<file path="config.mk">
export PLATFORM = sky130hd
export DESIGN_NAME = cruise_speed_mode_controller_core
export DESIGN_NICKNAME = d
export VERILOG_FILES = /design/src/rtl/cscm_pkg.sv /design/src/rtl/cscm_step.sv /design/src/rtl/cruise_speed_mode_controller_core.sv
export SDC_FILE = /design/constraint.sdc
export NUM_CORES = 1
export LEC_CHECK = 0
export BUFFER_PORTS_ARGS = -buffer_cell sky130_fd_sc_hd__buf_4
export CORE_MARGIN = 2
export CORE_UTILIZATION = 55
export CTS_BUF_LIST = sky130_fd_sc_hd__clkbuf_2 sky130_fd_sc_hd__clkbuf_4 sky130_fd_sc_hd__clkbuf_8
export DETAILED_ROUTE_END_ITERATION = 16
export HOLD_SLACK_MARGIN = 0.15
export PLACE_DENSITY = 0.74
export SLEW_MARGIN = 20
export SYNTH_ARGS = -nofsm -noshare
export SYNTH_HDL_FRONTEND = slang
export SYNTH_SLANG_ARGS = --single-unit
</file>
<file path="constraint.sdc">
create_clock -name clock -period 12.4 [get_ports clock]
set_input_delay 1.24 -clock clock [delete_from_list [all_inputs] [get_ports clock]]
set_output_delay 1.24 -clock clock [all_outputs]
set_load 0.01 [all_outputs]
</file>
<file path="src/rtl/cscm_pkg.sv">
// cscm_pkg: item types, mode and range codes, key codes and register map
// for the cruise speed mode controller. No dependencies.

package cscm_pkg;

   // configuration register map
   localparam int unsigned CSR_COUNT     = 7;
   localparam int unsigned CSR_IDX_WIDTH = 3;

   localparam logic [CSR_IDX_WIDTH-1:0] CSR_FAR_UPPER    = 3'd0;
   localparam logic [CSR_IDX_WIDTH-1:0] CSR_FAR_LOWER    = 3'd1;
   localparam logic [CSR_IDX_WIDTH-1:0] CSR_MEDIUM_UPPER = 3'd2;
   localparam logic [CSR_IDX_WIDTH-1:0] CSR_MEDIUM_LOWER = 3'd3;
   localparam logic [CSR_IDX_WIDTH-1:0] CSR_CLOSE_UPPER  = 3'd4;
   localparam logic [CSR_IDX_WIDTH-1:0] CSR_CLOSE_LOWER  = 3'd5;
   localparam logic [CSR_IDX_WIDTH-1:0] CSR_DANGER       = 3'd6;

   typedef logic [CSR_COUNT-1:0][7:0] csr_bank_type;

   // reset values, index 0 in the low byte
   localparam csr_bank_type CSR_RESET = {8'd10, 8'd20, 8'd25, 8'd30, 8'd40, 8'd50, 8'd60};

   // key codes (ascii)
   localparam logic [7:0] KEY_ACCEL    = 8'h41; // A
   localparam logic [7:0] KEY_DECEL    = 8'h44; // D
   localparam logic [7:0] KEY_STOP     = 8'h53; // S
   localparam logic [7:0] KEY_OFF      = 8'h4F; // O
   localparam logic [7:0] KEY_NORMAL   = 8'h4E; // N
   localparam logic [7:0] KEY_ADAPTIVE = 8'h50; // P
   localparam logic [7:0] KEY_CLOSE    = 8'h43; // C
   localparam logic [7:0] KEY_MEDIUM   = 8'h4D; // M
   localparam logic [7:0] KEY_FAR      = 8'h46; // F

   // item command
   localparam logic CMD_KEY  = 1'b0;
   localparam logic CMD_TICK = 1'b1;

   // level limits and motor hysteresis
   localparam logic signed [8:0] LEVEL_MAX      = 9'sd100;
   localparam logic signed [8:0] LEVEL_MIN      = 9'sd10;
   localparam logic signed [8:0] LEVEL_MOTOR_ON = 9'sd15;
   localparam logic signed [8:0] KEY_STEP       = 9'sd5;
   localparam logic [13:0]       DUTY_SCALE     = 14'd100;

   typedef enum logic [1:0] {
      MODE_OFF      = 2'd0,
      MODE_NORMAL   = 2'd1,
      MODE_ADAPTIVE = 2'd2
   } mode_type;

   typedef enum logic [1:0] {
      RANGE_NONE   = 2'd0,
      RANGE_CLOSE  = 2'd1,
      RANGE_MEDIUM = 2'd2,
      RANGE_FAR    = 2'd3
   } range_type;

   typedef struct packed {
      logic        command;
      logic [7:0]  key_code;
      logic [15:0] distance;
   } req_type;

   typedef struct packed {
      logic signed [7:0] level_now;
      logic [5:0]        shown_speed;
      logic [13:0]       duty_compare;
      logic              motor_on;
      logic [1:0]        cruise_mode_out;
      logic [7:0]        set_speed_out;
   } rsp_type;

   // controller state carried between items
   typedef struct packed {
      logic signed [7:0] level;
      mode_type          mode;
      logic [7:0]        set_speed;
      range_type         pending;
      logic [7:0]        upper_gap;
      logic [7:0]        lower_gap;
      logic              motor;
      logic [5:0]        shown;
      logic [13:0]       compare;
   } ctl_state_type;

endpackage

</file>
<file path="src/rtl/cscm_step.sv">
// cscm_step: next controller state for one key or tick item.
// Depends on cscm_pkg.

module cscm_step (
   input  cscm_pkg::ctl_state_type state_cur,
   input  cscm_pkg::req_type       item,
   input  cscm_pkg::csr_bank_type  csr,
   output cscm_pkg::ctl_state_type state_nxt
);
   import cscm_pkg::*;

   // add a small step to the level, saturating at the 8-bit signed range
   function automatic logic signed [7:0] sat_step(input logic signed [7:0] v,
                                                   input logic signed [8:0] d);
      logic signed [8:0] s;
      begin
         s = {v[7], v} + d;
         if (s > 9'sd127) begin
            sat_step = 8'sd127;
         end else if (s < -9'sd128) begin
            sat_step = -8'sd128;
         end else begin
            sat_step = s[7:0];
         end
      end
   endfunction

   ctl_state_type     st;
   logic signed [8:0] lvl;
   logic signed [8:0] set9;
   logic [15:0]       danger;
   logic [15:0]       upper16;
   logic [15:0]       lower16;
   logic [6:0]        lvl_u;

   always_comb begin
      st      = state_cur;
      set9    = $signed({1'b0, state_cur.set_speed});
      danger  = {8'd0, csr[CSR_DANGER]};
      upper16 = '0;
      lower16 = '0;
      lvl     = '0;
      lvl_u   = '0;

      if (item.command == CMD_KEY) begin
         // key handling
         unique case (item.key_code)
            KEY_ACCEL: begin
               if (state_cur.mode == MODE_OFF ||
                   $signed({state_cur.level[7], state_cur.level}) < set9) begin
                  st.level = sat_step(state_cur.level, KEY_STEP);
               end
            end
            KEY_DECEL: begin
               if (state_cur.mode == MODE_ADAPTIVE) begin
                  st.mode = MODE_NORMAL;
               end
               st.level = sat_step(state_cur.level, -KEY_STEP);
            end
            KEY_STOP: begin
               st.mode  = MODE_OFF;
               st.level = '0;
            end
            KEY_OFF: begin
               st.mode = MODE_OFF;
            end
            KEY_NORMAL: begin
               st.mode      = MODE_NORMAL;
               st.set_speed = state_cur.level;
            end
            KEY_ADAPTIVE: begin
               st.mode      = MODE_ADAPTIVE;
               st.set_speed = state_cur.level;
            end
            KEY_CLOSE:  st.pending = RANGE_CLOSE;
            KEY_MEDIUM: st.pending = RANGE_MEDIUM;
            KEY_FAR:    st.pending = RANGE_FAR;
            default: begin
            end
         endcase
      end else begin
         // mode step
         if (state_cur.mode == MODE_ADAPTIVE) begin
            // take the queued gap range, if any
            unique case (state_cur.pending)
               RANGE_FAR: begin
                  st.upper_gap = csr[CSR_FAR_UPPER];
                  st.lower_gap = csr[CSR_FAR_LOWER];
               end
               RANGE_MEDIUM: begin
                  st.upper_gap = csr[CSR_MEDIUM_UPPER];
                  st.lower_gap = csr[CSR_MEDIUM_LOWER];
               end
               RANGE_CLOSE: begin
                  st.upper_gap = csr[CSR_CLOSE_UPPER];
                  st.lower_gap = csr[CSR_CLOSE_LOWER];
               end
               default: begin
               end
            endcase
            st.pending = RANGE_NONE;
            upper16    = {8'd0, st.upper_gap};
            lower16    = {8'd0, st.lower_gap};

            // steer by distance, then cap at the set speed
            priority if (item.distance > upper16) begin
               st.level = sat_step(state_cur.level, 9'sd1);
            end else if (item.distance < lower16 && item.distance > danger) begin
               st.level = sat_step(state_cur.level, -9'sd1);
            end else if (item.distance <= danger) begin
               st.level = LEVEL_MIN[7:0];
               st.mode  = MODE_OFF;
            end else begin
               // distance inside the gap window: level holds
            end
            if ($signed({st.level[7], st.level}) > set9) begin
               st.level = set9[7:0];
            end
         end else if (state_cur.mode == MODE_NORMAL) begin
            // cap first, then the danger check
            if ($signed({st.level[7], st.level}) > set9) begin
               st.level = set9[7:0];
            end
            if (item.distance <= danger) begin
               st.level = LEVEL_MIN[7:0];
               st.mode  = MODE_OFF;
            end
         end

         // speed step: clamp and motor hysteresis
         lvl = {st.level[7], st.level};
         priority if (lvl >= LEVEL_MAX) begin
            lvl = LEVEL_MAX;
         end else if (lvl <= LEVEL_MIN) begin
            st.motor = 1'b0;
            lvl      = LEVEL_MIN;
         end else if (lvl >= LEVEL_MOTOR_ON) begin
            st.motor = 1'b1;
         end else begin
            // inside the hysteresis band: motor keeps its state
         end
         st.level   = lvl[7:0];
         lvl_u      = lvl[6:0];
         st.shown   = 6'((lvl_u - LEVEL_MIN[6:0]) >> 1);
         st.compare = 14'({7'd0, lvl_u} * DUTY_SCALE - 14'd1);
      end
      state_nxt = st;
   end

endmodule

</file>
<file path="src/rtl/cruise_speed_mode_controller_core.sv">
// cruise_speed_mode_controller_core: top level, input register, state and
// result register, gap registers. Depends on cscm_pkg and cscm_step.
//
//   channel | direction | handshake          | payload
//   req_    | in        | req_valid/req_stall | cscm_pkg::req_type
//   rsp_    | out       | rsp_valid/rsp_stall | cscm_pkg::rsp_type
//   csr_    | in        | csr_valid/csr_ready | csr_index, csr_wdata
//
// one item per cycle sustained while rsp_ is not stalled; an accepted item passes
// through the input register, then the state and result register.
// the whole step for an item is one pass of cscm_step between those registers.
// reset is synchronous and restores state, modes and the gap registers.
// a stall on rsp_ holds the result; req_stall rises only while the input
// register is full and cannot move on. csr_ is always ready.

module cruise_speed_mode_controller_core (
   input  logic                                  clock,
   input  logic                                  reset,
   input  logic                                  req_valid,
   output logic                                  req_stall,
   input  cscm_pkg::req_type                     req_item,
   output logic                                  rsp_valid,
   input  logic                                  rsp_stall,
   output cscm_pkg::rsp_type                     rsp_item,
   input  logic                                  csr_valid,
   output logic                                  csr_ready,
   input  logic [cscm_pkg::CSR_IDX_WIDTH-1:0]    csr_index,
   input  logic [7:0]                            csr_wdata
);
   import cscm_pkg::*;

   logic          in_valid_ff;
   req_type       in_item_ff;
   logic          rsp_valid_ff;
   rsp_type       rsp_item_ff;
   ctl_state_type state_ff;
   ctl_state_type state_in;
   csr_bank_type  csr_ff;
   logic          proc;

   // item moves into the result register when that is free or being taken
   assign proc      = in_valid_ff && (!rsp_valid_ff || !rsp_stall);
   assign req_stall = in_valid_ff && !proc;
   assign csr_ready = 1'b1;
   assign rsp_valid = rsp_valid_ff;
   assign rsp_item  = rsp_item_ff;

   // gap registers
   always_ff @(posedge clock) begin
      if (reset) begin
         csr_ff <= CSR_RESET;
      end else if (csr_valid && csr_ready && csr_index < CSR_IDX_WIDTH'(CSR_COUNT)) begin
         csr_ff[csr_index] <= csr_wdata;
      end
   end

   // input register
   always_ff @(posedge clock) begin
      if (reset) begin
         in_valid_ff <= 1'b0;
      end else if (!req_stall) begin
         in_valid_ff <= req_valid;
      end
   end

   always_ff @(posedge clock) begin
      if (req_valid && !req_stall) begin
         in_item_ff <= req_item;
      end
   end

   // next state for the item in the input register
   cscm_step u_step (
      .state_cur (state_ff),
      .item      (in_item_ff),
      .csr       (csr_ff),
      .state_nxt (state_in)
   );

   // controller state
   always_ff @(posedge clock) begin
      if (reset) begin
         state_ff <= '{level: '0, mode: MODE_OFF, set_speed: '0, pending: RANGE_NONE,
                       upper_gap: '0, lower_gap: '0, motor: 1'b0, shown: '0,
                       compare: '0};
      end else if (proc) begin
         state_ff <= state_in;
      end
   end

   // result register
   always_ff @(posedge clock) begin
      if (reset) begin
         rsp_valid_ff <= 1'b0;
      end else if (proc) begin
         rsp_valid_ff <= 1'b1;
      end else if (!rsp_stall) begin
         rsp_valid_ff <= 1'b0;
      end
   end

   always_ff @(posedge clock) begin
      if (proc) begin
         rsp_item_ff.level_now       <= state_in.level;
         rsp_item_ff.shown_speed     <= state_in.shown;
         rsp_item_ff.duty_compare    <= state_in.compare;
         rsp_item_ff.motor_on        <= state_in.motor;
         rsp_item_ff.cruise_mode_out <= state_in.mode;
         rsp_item_ff.set_speed_out   <= state_in.set_speed;
      end
   end

   // a tick always leaves the level inside 10..100
   assert property (@(posedge clock) disable iff (reset)
      (proc && in_item_ff.command == CMD_TICK) |=>
         (state_ff.level >= 8'sd10 && state_ff.level <= 8'sd100))
      else $error("level outside 10..100 after a tick");

   // an adaptive tick consumes the queued range
   assert property (@(posedge clock) disable iff (reset)
      (proc && in_item_ff.command == CMD_TICK && state_ff.mode == MODE_ADAPTIVE) |=>
         (state_ff.pending == RANGE_NONE))
      else $error("queued range left after an adaptive tick");

   // the input side stalls only while an item waits in the input register
   assert property (@(posedge clock) disable iff (reset)
      req_stall |-> (in_valid_ff && rsp_valid_ff && rsp_stall))
      else $error("input stalled without a blocked item");

   // a processed item always yields a result on the next cycle
   assert property (@(posedge clock) disable iff (reset)
      proc |=> rsp_valid)
      else $error("processed item produced no result");

endmodule
</file>
==> flow_metrics.env, run 1 <==
export IMPL_yosys_top_cells_area="dfxtp_1, edfxtp_1, ha_1, nand2_1, a21oi_1"
export IMPL_area_growth_pct=10.8
export IMPL_synth_flop_cell="dfxtp_1"
export IMPL_fmax_mhz=106
export IMPL_r2r_slack_ns=2.96
export IMPL_cts_tree="yes"
export IMPL_rsz0062_at_grt="false"
export IMPL_grt_max_degree=91
export IMPL_core_area_um2=19400
export IMPL_r2r_start="state_ff[38]"
export IMPL_synth_largest_area_cell="dfxtp_1"
export IMPL_fillerInstances=1718
export IMPL_skew_ns=0.0176
export IMPL_yosysSeqAreaShare_pct=38.9
export IMPL_final_nets=1402
export IMPL_cts_repair_resized=0
export IMPL_yosys_area_top_type_share_pct=21.2
export IMPL_synth_seq_cells=179
export IMPL_wl_per_cell_um=18.2
export IMPL_dpl_hpwl_um=20000
export IMPL_cts_setup_buffers=0
export IMPL_wirelength_um=28500
export IMPL_ant_nets=0
export IMPL_die_area_um2=20900
export IMPL_post_synth_xor_area_fraction_pct=1.61
export IMPL_timing_hold_violations_final=0
export IMPL_grt_pass1_vias=8474
export IMPL_synth_cells=1240
export IMPL_tns_ns=0
export IMPL_worst_r2r_path_depth=32
export IMPL_hold_class="reg2reg"
export IMPL_antenna_found_initial=0
export IMPL_path_class="reg2reg"
export IMPL_layout_common_cells="nand2_1, dfxtp_1, nor2_1"
export IMPL_worstMarginPinSlew_ns=1.02
export IMPL_via_per_inst=6.08
export IMPL_synth_compound_area_share_pct=19.5
export IMPL_cp_end_kind="register"
export IMPL_synth_top_family_by_area="simple AND/OR/NAND/NOR gates"
export IMPL_min_period_ns=9.44
export IMPL_status="completed"
export IMPL_power_per_cell_area_nw_per_um2=118
export IMPL_layout_commonest_cell="nand2_1"
export IMPL_cap_violations=0
export IMPL_rows=51
export IMPL_synthMuxAreaShare_pct=5.81
export IMPL_ios=83
export IMPL_syn_area_per_cell_um2=8.76
export IMPL_setup_violations=0
export IMPL_start_kind="register"
export IMPL_synth_cell_types=83
export IMPL_min_to="state_ff[32]"
export IMPL_dr_first_iter_drc_count=901
export IMPL_cts_buffer_depth=2
export IMPL_leakagePower_nw=4.59
export IMPL_reg2reg_to="rsp_item[24]"
export IMPL_syn_nets=1357
export IMPL_period_share_pct=76.1
export IMPL_clkSinkCount=179
export IMPL_htreeDepth=4
export IMPL_yosysWarnings=0
export IMPL_worst_path_largest_cell_delay_ns=0.94
export IMPL_final_util_pct=62.0
export IMPL_track_usage_pct=27.8
export IMPL_layout_drive_gt1_share_pct=14.3
export IMPL_grt_pass1_wl_um=45000
export IMPL_critPathRequiredTime_ns=12.65
export IMPL_fp_dieH_um=145
export IMPL_cts_root_buf="clkbuf_8"
export IMPL_place_congestion=0.992
export IMPL_drcViolationCount=0
export IMPL_portBuffers=81
export IMPL_critPathSlowestCell="dfxtp_1"
export IMPL_syn_area_um2=10900
export IMPL_grt_ovfl_total=0
export IMPL_num_vias=9509
export IMPL_drv_slew=0
export IMPL_hold_path_cell_count=2
export IMPL_relSlewSlack_pct=30.8
export IMPL_cts_hold_buf=0
export IMPL_hold_slack_ns=0.458
export IMPL_ir_drop_uv=67.0
export IMPL_synth_adder_area_share_pct=8.90
export IMPL_fp_dieW_um=145
export IMPL_worstPathArrival_ns=9.68
export IMPL_start_util_pct=56.0
export IMPL_synth_edf_count=64
export IMPL_critPathMaxFanout=18
export IMPL_clk_pin_slew_worst_paths_ns=0.11
export IMPL_hp_start="state_ff[32]"
export IMPL_insertion_delay_ns=0.49
export IMPL_first_pass_iters=6
export IMPL_synth_async_sr_flop_share_pct=0
export IMPL_cts_buffers=17
export IMPL_yosys_area_share_simple_pct=20.3
export IMPL_antenna_cells=0
==> layout make-up <==
cell class / count / area, µm² / share of cell area, %
well taps: 265 / 332 / 2.76
clock inverters: 12 / 115 / 0.957
repair buffers: 97 / 728 / 6.05
multi-input cells: 922 / 6110 / 50.8
flip-flops and latches: 179 / 4230 / 35.1
inverters: 68 / 255 / 2.12
clock buffers: 20 / 269 / 2.24
==> synth_stat cells, types with 7 or more instances <==
library cell    n
nor2_1        110
and3_1         15
a22o_1          9
nor2b_1        14
a211oi_1       23
ha_1           74
nor3b_1         8
or3_1           8
inv_1          66
edfxtp_1       64
clkbuf_1       59
nand3_1        37
xnor2_1        18
o21a_1         11
dfxtp_1       115
a21o_1         15
nand2_1       187
a211o_1         8
nor3_1         30
nand2b_1        8
mux4_2         15
mux2i_1        21
a21oi_1        99
o211ai_1        9
or2_2           7
o21ai_0        56
a31oi_1        15
nand4_1        10
==> logic make-up (layout without fill, tap and decap cells) <==
kind of cell | Yosys count | count (layout)
simple gates | 468 | 468
compound gates | 314 | 314
flops | 179 | 179
buf+inv | 139 | 197
fa+ha+maj | 76 | 76
mux | 43 | 43
xor+xnor | 20 | 20
other cells | 1 | 1
==> worst max-delay path: cells and delay by family, from the launching register on <==
family,cells,cell delay [ns]
AND/OR/NAND/NOR,7,1.43
multiplexers,2,0.77
adder cells (fa/ha/maj),6,2.06
XOR/XNOR,1,0.11
flip-flops,1,0.94
buffers and inverters,1,0.08
AO/OA/AOI/OAI,15,3.81
==> through the flow <==
step	cell area [µm²]	setup slack, ns	power, mW	cells
floorplan	10900	3.83	0.926	1240
global placement	11600	3.01	1.02	1531
detailed placement	11600	3.16	1.02	1531
CTS	12000	3.10	1.42	1563
global route	12000	2.30	1.49	1563
finish	12000	2.96	1.42	1563
==> how the worst max path moves through the flow <==
stage,from,to,slack [ns]
after global routing,state_ff[37],rsp_item[24],2.30
after CTS,state_ff[37],rsp_item[24],3.10
after detailed placement,state_ff[37],rsp_item[24],3.16
after floorplan,state_ff[37],rsp_item[24],3.83
final,state_ff[38],rsp_item[24],2.96
after global placement,state_ff[37],rsp_item[24],3.01
==> where the power goes <==
group	internal, mW	switching, mW	leakage, nW
registers	0.641	0.0192	1.55
logic	0.144	0.215	2.83
clock network	0.160	0.238	0.202
==> layer usage <==
layer  GRT usage (%)  up-vias  part of all wire (%)
met2            45.0      377                    47
met3            4.04       58                   6.6
met4            10.6        0                   3.1
li1                -     4563                     -
met1            37.7     4511                    44
met5               0        -                     0
==> flip-flops by register name, indices dropped and copies added (netlist names) <==
register,cells
csr_ff,56
in_item_ff,25
in_valid_ff,1
rsp_item,39
state_ff,57
rsp_valid,1
Power figures use the tool's default switching activity.
==> run 2: changes to the inputs <==
--- a/config.mk
+++ b/config.mk
@@ -11,7 +11,7 @@
 export CTS_BUF_LIST = sky130_fd_sc_hd__clkbuf_2 sky130_fd_sc_hd__clkbuf_4 sky130_fd_sc_hd__clkbuf_8
 export DETAILED_ROUTE_END_ITERATION = 16
 export HOLD_SLACK_MARGIN = 0.15
-export PLACE_DENSITY = 0.74
+export PLACE_DENSITY = 0.77
 export SLEW_MARGIN = 20
 export SYNTH_ARGS = -nofsm -noshare
 export SYNTH_HDL_FRONTEND = slang
==> constraint.sdc (replaced) <==
create_clock -name clock -period 7.9 [get_ports clock]
set_input_delay 0.79 -clock clock [delete_from_list [all_inputs] [get_ports clock]]
set_output_delay 0.79 -clock clock [all_outputs]
set_load 0.01 [all_outputs]
==> flow_metrics.env, run 2 (synthesis results as in run 1) <==
export IMPL_largest_register_ffs=57
export IMPL_portBuffers=81
export IMPL_layout_commonest_cell="nand2_1"
export IMPL_p_switching_uw=805
export IMPL_r2r_start="state_ff[37]"
export IMPL_start_util_pct=56.0
export IMPL_critPathBufInv=5
export IMPL_worst_path_largest_cell_delay_ns=0.53
export IMPL_cts_tree="yes"
export IMPL_min_to="csr_ff[29]"
export IMPL_period_share_pct=101
export IMPL_power_frac_clock_pct=25.8
export IMPL_critPathMaxFanout=8
export IMPL_cts_buffers=17
export IMPL_skew_ns=0.0200
export IMPL_relSlewSlack_pct=46.1
export IMPL_num_vias=10000
export IMPL_status="finished with violations"
export IMPL_cts_buffer_depth=2
export IMPL_crit_family="compound AO/OA/AOI/OAI gates"
export IMPL_critPathRequiredTime_ns=8.14
export IMPL_cp_end_kind="register"
export IMPL_power_per_cell_area_nw_per_um2=181
export IMPL_worst_r2r_path_depth=36
export IMPL_fp_dieW_um=145
export IMPL_final_nets=1488
export IMPL_core_area_um2=19400
export IMPL_grt_max_degree=63
export IMPL_crit_path_frequent_cell="ha_4"
export IMPL_antenna_found_initial=0
export IMPL_fmax_mhz=126
export IMPL_hold_class="reg2reg"
export IMPL_grt_pass1_wl_um=48000
export IMPL_rsz0062_at_grt="true"
export IMPL_track_usage_pct=29.7
export IMPL_ios=83
export IMPL_drcViolationCount=0
export IMPL_cts_root_buf="clkbuf_8"
export IMPL_ant_nets=0
export IMPL_htreeDepth=4
export IMPL_layout_common_cells="nand2_1, buf_4, dfxtp_1"
export IMPL_r2r_slack_ns=-0.05
export IMPL_combPwrFrac_pct=30.9
export IMPL_setup_violations=1
export IMPL_worstMarginPinSlew_ns=0.798
export IMPL_clk_pin_slew_worst_paths_ns=0.10
export IMPL_fp_dieH_um=145
export IMPL_hold_path_cell_count=2
export IMPL_die_area_um2=20900
export IMPL_start_kind="register"
export IMPL_hp_start="csr_ff[29]"
export IMPL_layout_drive_gt1_share_pct=24.4
export IMPL_p_sw_share_pct=33.6
export IMPL_place_congestion=1.02
export IMPL_dpl_hpwl_um=21400
export IMPL_stdcell_area_um2=13200
export IMPL_placed_area_um2=12100
export IMPL_via_per_inst=6.08
export IMPL_ir_drop_uv=150
export IMPL_rows=51
export IMPL_critPathSlowestCell="fa_1"
export IMPL_min_period_ns=7.95
export IMPL_dr_first_iter_drc_count=894
export IMPL_path_class="reg2reg"
export IMPL_internal_power_mw=1.59
export IMPL_leakagePower_nw=5.13
export IMPL_drv_slew=0
export IMPL_clkSinkCount=179
export IMPL_timing_final_ws_setup_ns=-0.0504
export IMPL_failed_checks="setup timing"
export IMPL_top_register="state_ff"
export IMPL_worstPathArrival_ns=8.19
export IMPL_antenna_cells=0
export IMPL_reg2reg_to="rsp_item[24]"
export IMPL_first_pass_iters=6
export IMPL_grt_ovfl_total=0
export IMPL_p_seq_share_pct=43.4
export IMPL_timing_hold_violations_final=0
export IMPL_insertion_delay_ns=0.48
export IMPL_cap_violations=0
export IMPL_p_total_mw=2.39
export IMPL_wirelength_um=31000
export IMPL_wl_per_cell_um=18.8
export IMPL_area_growth_pct=21.9
export IMPL_grt_pass1_vias=9325
run 2: changes by cell type in the layout (fill, tap and decap cells not counted), sizes merged:
cell	delta
buf	+86
clkinv	-2
inv	+1
run 2: worst reg2reg max path, delay by kind of cell, from the launching register on:
| family | cells | cell delay [ns] |
|---|---|---|
| compound gates | 16 | 3.23 |
| buf+inv | 5 | 0.64 |
| fa+ha+maj | 6 | 1.85 |
| xor+xnor | 1 | 0.17 |
| mux | 1 | 0.53 |
| simple gates | 7 | 0.90 |
| flops | 1 | 0.38 |
run 2: worst max-delay path by stage:
stage | startpoint | depth (start not counted) | slack (ns) | end
finish | state_ff[37] | 36 | -0.05 | rsp_item[24]
global route | state_ff[37] | 35 | -0.32 | rsp_item[24]
CTS | state_ff[37] | 34 | 0.002 | rsp_item[24]
detailed placement | state_ff[37] | 37 | -0.28 | rsp_item[24]
global placement | state_ff[37] | 37 | -0.03 | rsp_item[24]
floorplan | state_ff[37] | 38 | 0.02 | rsp_item[24]
run 2: area by class of cell:
type	count	area, µm²
multi-input cells	922	6600
fillers	1556	6170
flip-flops and latches	179	4230
repair buffers	183	1440
well taps	265	332
clock buffers	20	263
inverters	68	255
clock inverters	11	114
run 2: power by group through the flow:
| stage | Sequential [mW] | Clock (mW) | Combinational [mW] |
|---|---|---|---|
| after detailed placement | 1.06 | 0 | 0.619 |
| after global placement | 1.06 | 0 | 0.606 |
| after floorplan | 1.05 | 0 | 0.415 |
| after CTS | 1.04 | 0.625 | 0.655 |
| after global routing | 1.04 | 0.660 | 0.800 |
| final | 1.04 | 0.617 | 0.739 |
run 2: through the flow:
step                setup slack (ns)  util (%)  cells  hold slack, ns  TNS, ns
global route                  -0.320      68.2   1648           0.451   -0.941
floorplan                     0.0202         -   1240           0.429        0
global placement             -0.0306      62.3   1580           0.439  -0.0306
finish                       -0.0504      68.2   1648           0.459  -0.0504
CTS                          0.00215      66.3   1634           0.462        0
detailed placement            -0.279      62.3   1580           0.447   -0.598
run 2: layer usage:
metal	global-route usage (%)	share of wire, %	vias to the layer above
met1	38.2	41	4731
met3	4.97	7.3	96
met5	0	0	-
li1	-	-	4750
met4	14.3	4.2	0
met2	48.9	48	451
run 2: repair_timing:
action                                  in CTS  in global routing
endpoints found under the hold margin        0                  0
resized for setup                           38                 43
pin swaps                                   29                 41
hold buffers                                 0                  0
cloned                                       0                  0
buffers inserted                            23                 16
endpoints found under the setup margin       5                 10
==> run 3: changes to the inputs <==
--- a/config.mk
+++ b/config.mk
@@ -12,6 +12,7 @@
 export DETAILED_ROUTE_END_ITERATION = 16
 export HOLD_SLACK_MARGIN = 0.15
 export PLACE_DENSITY = 0.77
+export RECOVER_POWER = 50
 export SLEW_MARGIN = 20
 export SYNTH_ARGS = -nofsm -noshare
 export SYNTH_HDL_FRONTEND = slang
==> flow_metrics.env, run 3 (synthesis results as in run 1) <==
export IMPL_min_period_ns=7.95
export IMPL_p_total_mw=2.38
export IMPL_first_pass_iters=8
export IMPL_skew_ns=0.0194
export IMPL_cp_end_kind="register"
export IMPL_clk_pin_slew_worst_paths_ns=0.10
export IMPL_path_class="reg2reg"
export IMPL_leakagePower_nw=4.99
export IMPL_final_util_pct=67.5
export IMPL_critPathSlowestCell="fa_1"
export IMPL_drv_slew=89
export IMPL_htreeDepth=4
export IMPL_combPwrFrac_pct=30.6
export IMPL_crit_path_frequent_cell="ha_4"
export IMPL_insertion_delay_ns=0.48
export IMPL_portBuffers=81
export IMPL_layout_common_cells="nand2_1, buf_4, dfxtp_1"
export IMPL_critPathRequiredTime_ns=8.14
export IMPL_setup_violations=1
export IMPL_relSlewSlack_pct=-96.6
export IMPL_largest_register_ffs=57
export IMPL_cap_violations=2
export IMPL_grt_ovfl_total=0
export IMPL_rows=51
export IMPL_layout_commonest_cell="nand2_1"
export IMPL_hold_class="reg2reg"
export IMPL_via_per_inst=6.09
export IMPL_ir_drop_uv=151
export IMPL_timing_final_ws_setup_ns=-0.0496
export IMPL_worstPathArrival_ns=8.19
export IMPL_status="finished with violations"
export IMPL_grt_pass1_vias=9325
export IMPL_grt_max_degree=63
export IMPL_worstMarginPinSlew_ns=2.95
export IMPL_antenna_found_initial=0
export IMPL_drcViolationCount=0
export IMPL_layout_drive_gt1_share_pct=21.8
export IMPL_place_congestion=1.02
export IMPL_cts_buffers=17
export IMPL_final_nets=1488
export IMPL_power_per_cell_area_nw_per_um2=182
export IMPL_fmax_mhz=126
export IMPL_p_seq_share_pct=43.5
export IMPL_clkSinkCount=179
export IMPL_power_frac_clock_pct=25.9
export IMPL_top_register="state_ff"
export IMPL_grt_pass1_wl_um=48000
export IMPL_wl_per_cell_um=18.8
export IMPL_rsz0062_at_grt="true"
export IMPL_timing_hold_violations_final=0
export IMPL_ios=83
export IMPL_start_kind="register"
export IMPL_cts_root_buf="clkbuf_8"
export IMPL_internal_power_mw=1.58
export IMPL_start_util_pct=56.0
export IMPL_area_growth_pct=20.6
export IMPL_p_switching_uw=806
export IMPL_failed_checks="capacitance limit, slew limit, setup timing"
export IMPL_cts_tree="yes"
export IMPL_period_share_pct=101
export IMPL_worst_path_largest_cell_delay_ns=0.53
export IMPL_antenna_cells=0
export IMPL_fp_dieH_um=145
export IMPL_ant_nets=0
export IMPL_dr_first_iter_drc_count=911
export IMPL_core_area_um2=19400
export IMPL_p_sw_share_pct=33.8
export IMPL_cts_buffer_depth=2
export IMPL_cts_hold_buf=0
export IMPL_critPathMaxFanout=8
export IMPL_dpl_hpwl_um=21400
export IMPL_tns_ns=-0.0496
export IMPL_track_usage_pct=29.7
export IMPL_fp_dieW_um=145
export IMPL_num_vias=10000
export IMPL_wirelength_um=31000
export IMPL_die_area_um2=20900
-- run 3: changes by cell type in the layout (fill, tap and decap cells not counted) --
cell,before,now
inv_2,12,11
buf_4,176,116
nor2b_4,2,1
clkbuf_4,2,27
nor2b_1,12,13
inv_1,56,57
clkbuf_1,0,35
-- run 3: timing repair --
item | in CTS | in global routing
buffers inserted | 23 | 16
setup endpoints to repair | 5 | 10
resized for setup | 38 | 43
pin swaps | 29 | 41
-- run 3: area by class of cell --
| cell class | count | area [µm²] |
|---|---|---|
| multi-input cells | 922 | 6600 |
| fillers | 1599 | 6300 |
| flip-flops and latches | 179 | 4230 |
| repair buffers | 183 | 1310 |
| well taps | 265 | 332 |
| clock buffers | 20 | 263 |
| inverters | 68 | 255 |
| clock inverters | 11 | 114 |
-- run 3: critical path, delay by kind of cell (launching register included) --
family	cells	cell delay [ns]
AOI/OAI and AO/OA	16	3.23
xor gates and xnor gates	1	0.17
adders and majority gates	6	1.85
buffers and inverters	5	0.64
DFF	1	0.38
muxes	1	0.52
and+or+nand+nor	7	0.89
-- run 3: final timing paths --
kind | from | depth (start not counted) | slack (ns) | endpoint
worst min register to register | csr_ff[29] | 2 | 0.46 | csr_ff[29]
worst max-delay path | state_ff[37] | 36 | -0.05 | rsp_item[24]
worst max register to register | state_ff[37] | 36 | -0.05 | rsp_item[24]
worst min-delay path | csr_ff[29] | 2 | 0.46 | csr_ff[29]
-- run 3: through the flow --
step / hold slack, ns / instance area [µm²] / setup WS, ns / std cells
after floorplan: 0.429 / 10900 / 0.0202 / 1240
after global placement: 0.439 / 12100 / -0.0306 / 1580
after detailed placement: 0.447 / 12100 / -0.279 / 1580
after CTS: 0.462 / 12900 / 0.00215 / 1634
after global routing: 0.474 / 13100 / -0.320 / 1648
final: 0.458 / 13100 / -0.0496 / 1648
-- run 3: metal layers --
metal  global-route usage (%)  part of all wire [%]  routed length (µm)  vias to the layer above
met4                     14.3                   4.2                1300                        0
met1                     38.2                    41               12700                     4769
met2                     48.9                    48               14800                      421
li1                         -                     -                   -                     4747
met3                     4.97                   7.2                2230                       92
met5                        0                     0                   0                        -
-- run 3: power groups by stage --
stage | Clock, mW | Sequential, mW | Combinational (mW)
6_report | 0.617 | 1.04 | 0.730
5_1_grt | 0.660 | 1.04 | 0.790
4_1_cts | 0.625 | 1.04 | 0.655
3_5_place_dp | 0 | 1.06 | 0.619
3_3_place_gp | 0 | 1.06 | 0.606
2_1_floorplan | 0 | 1.05 | 0.415
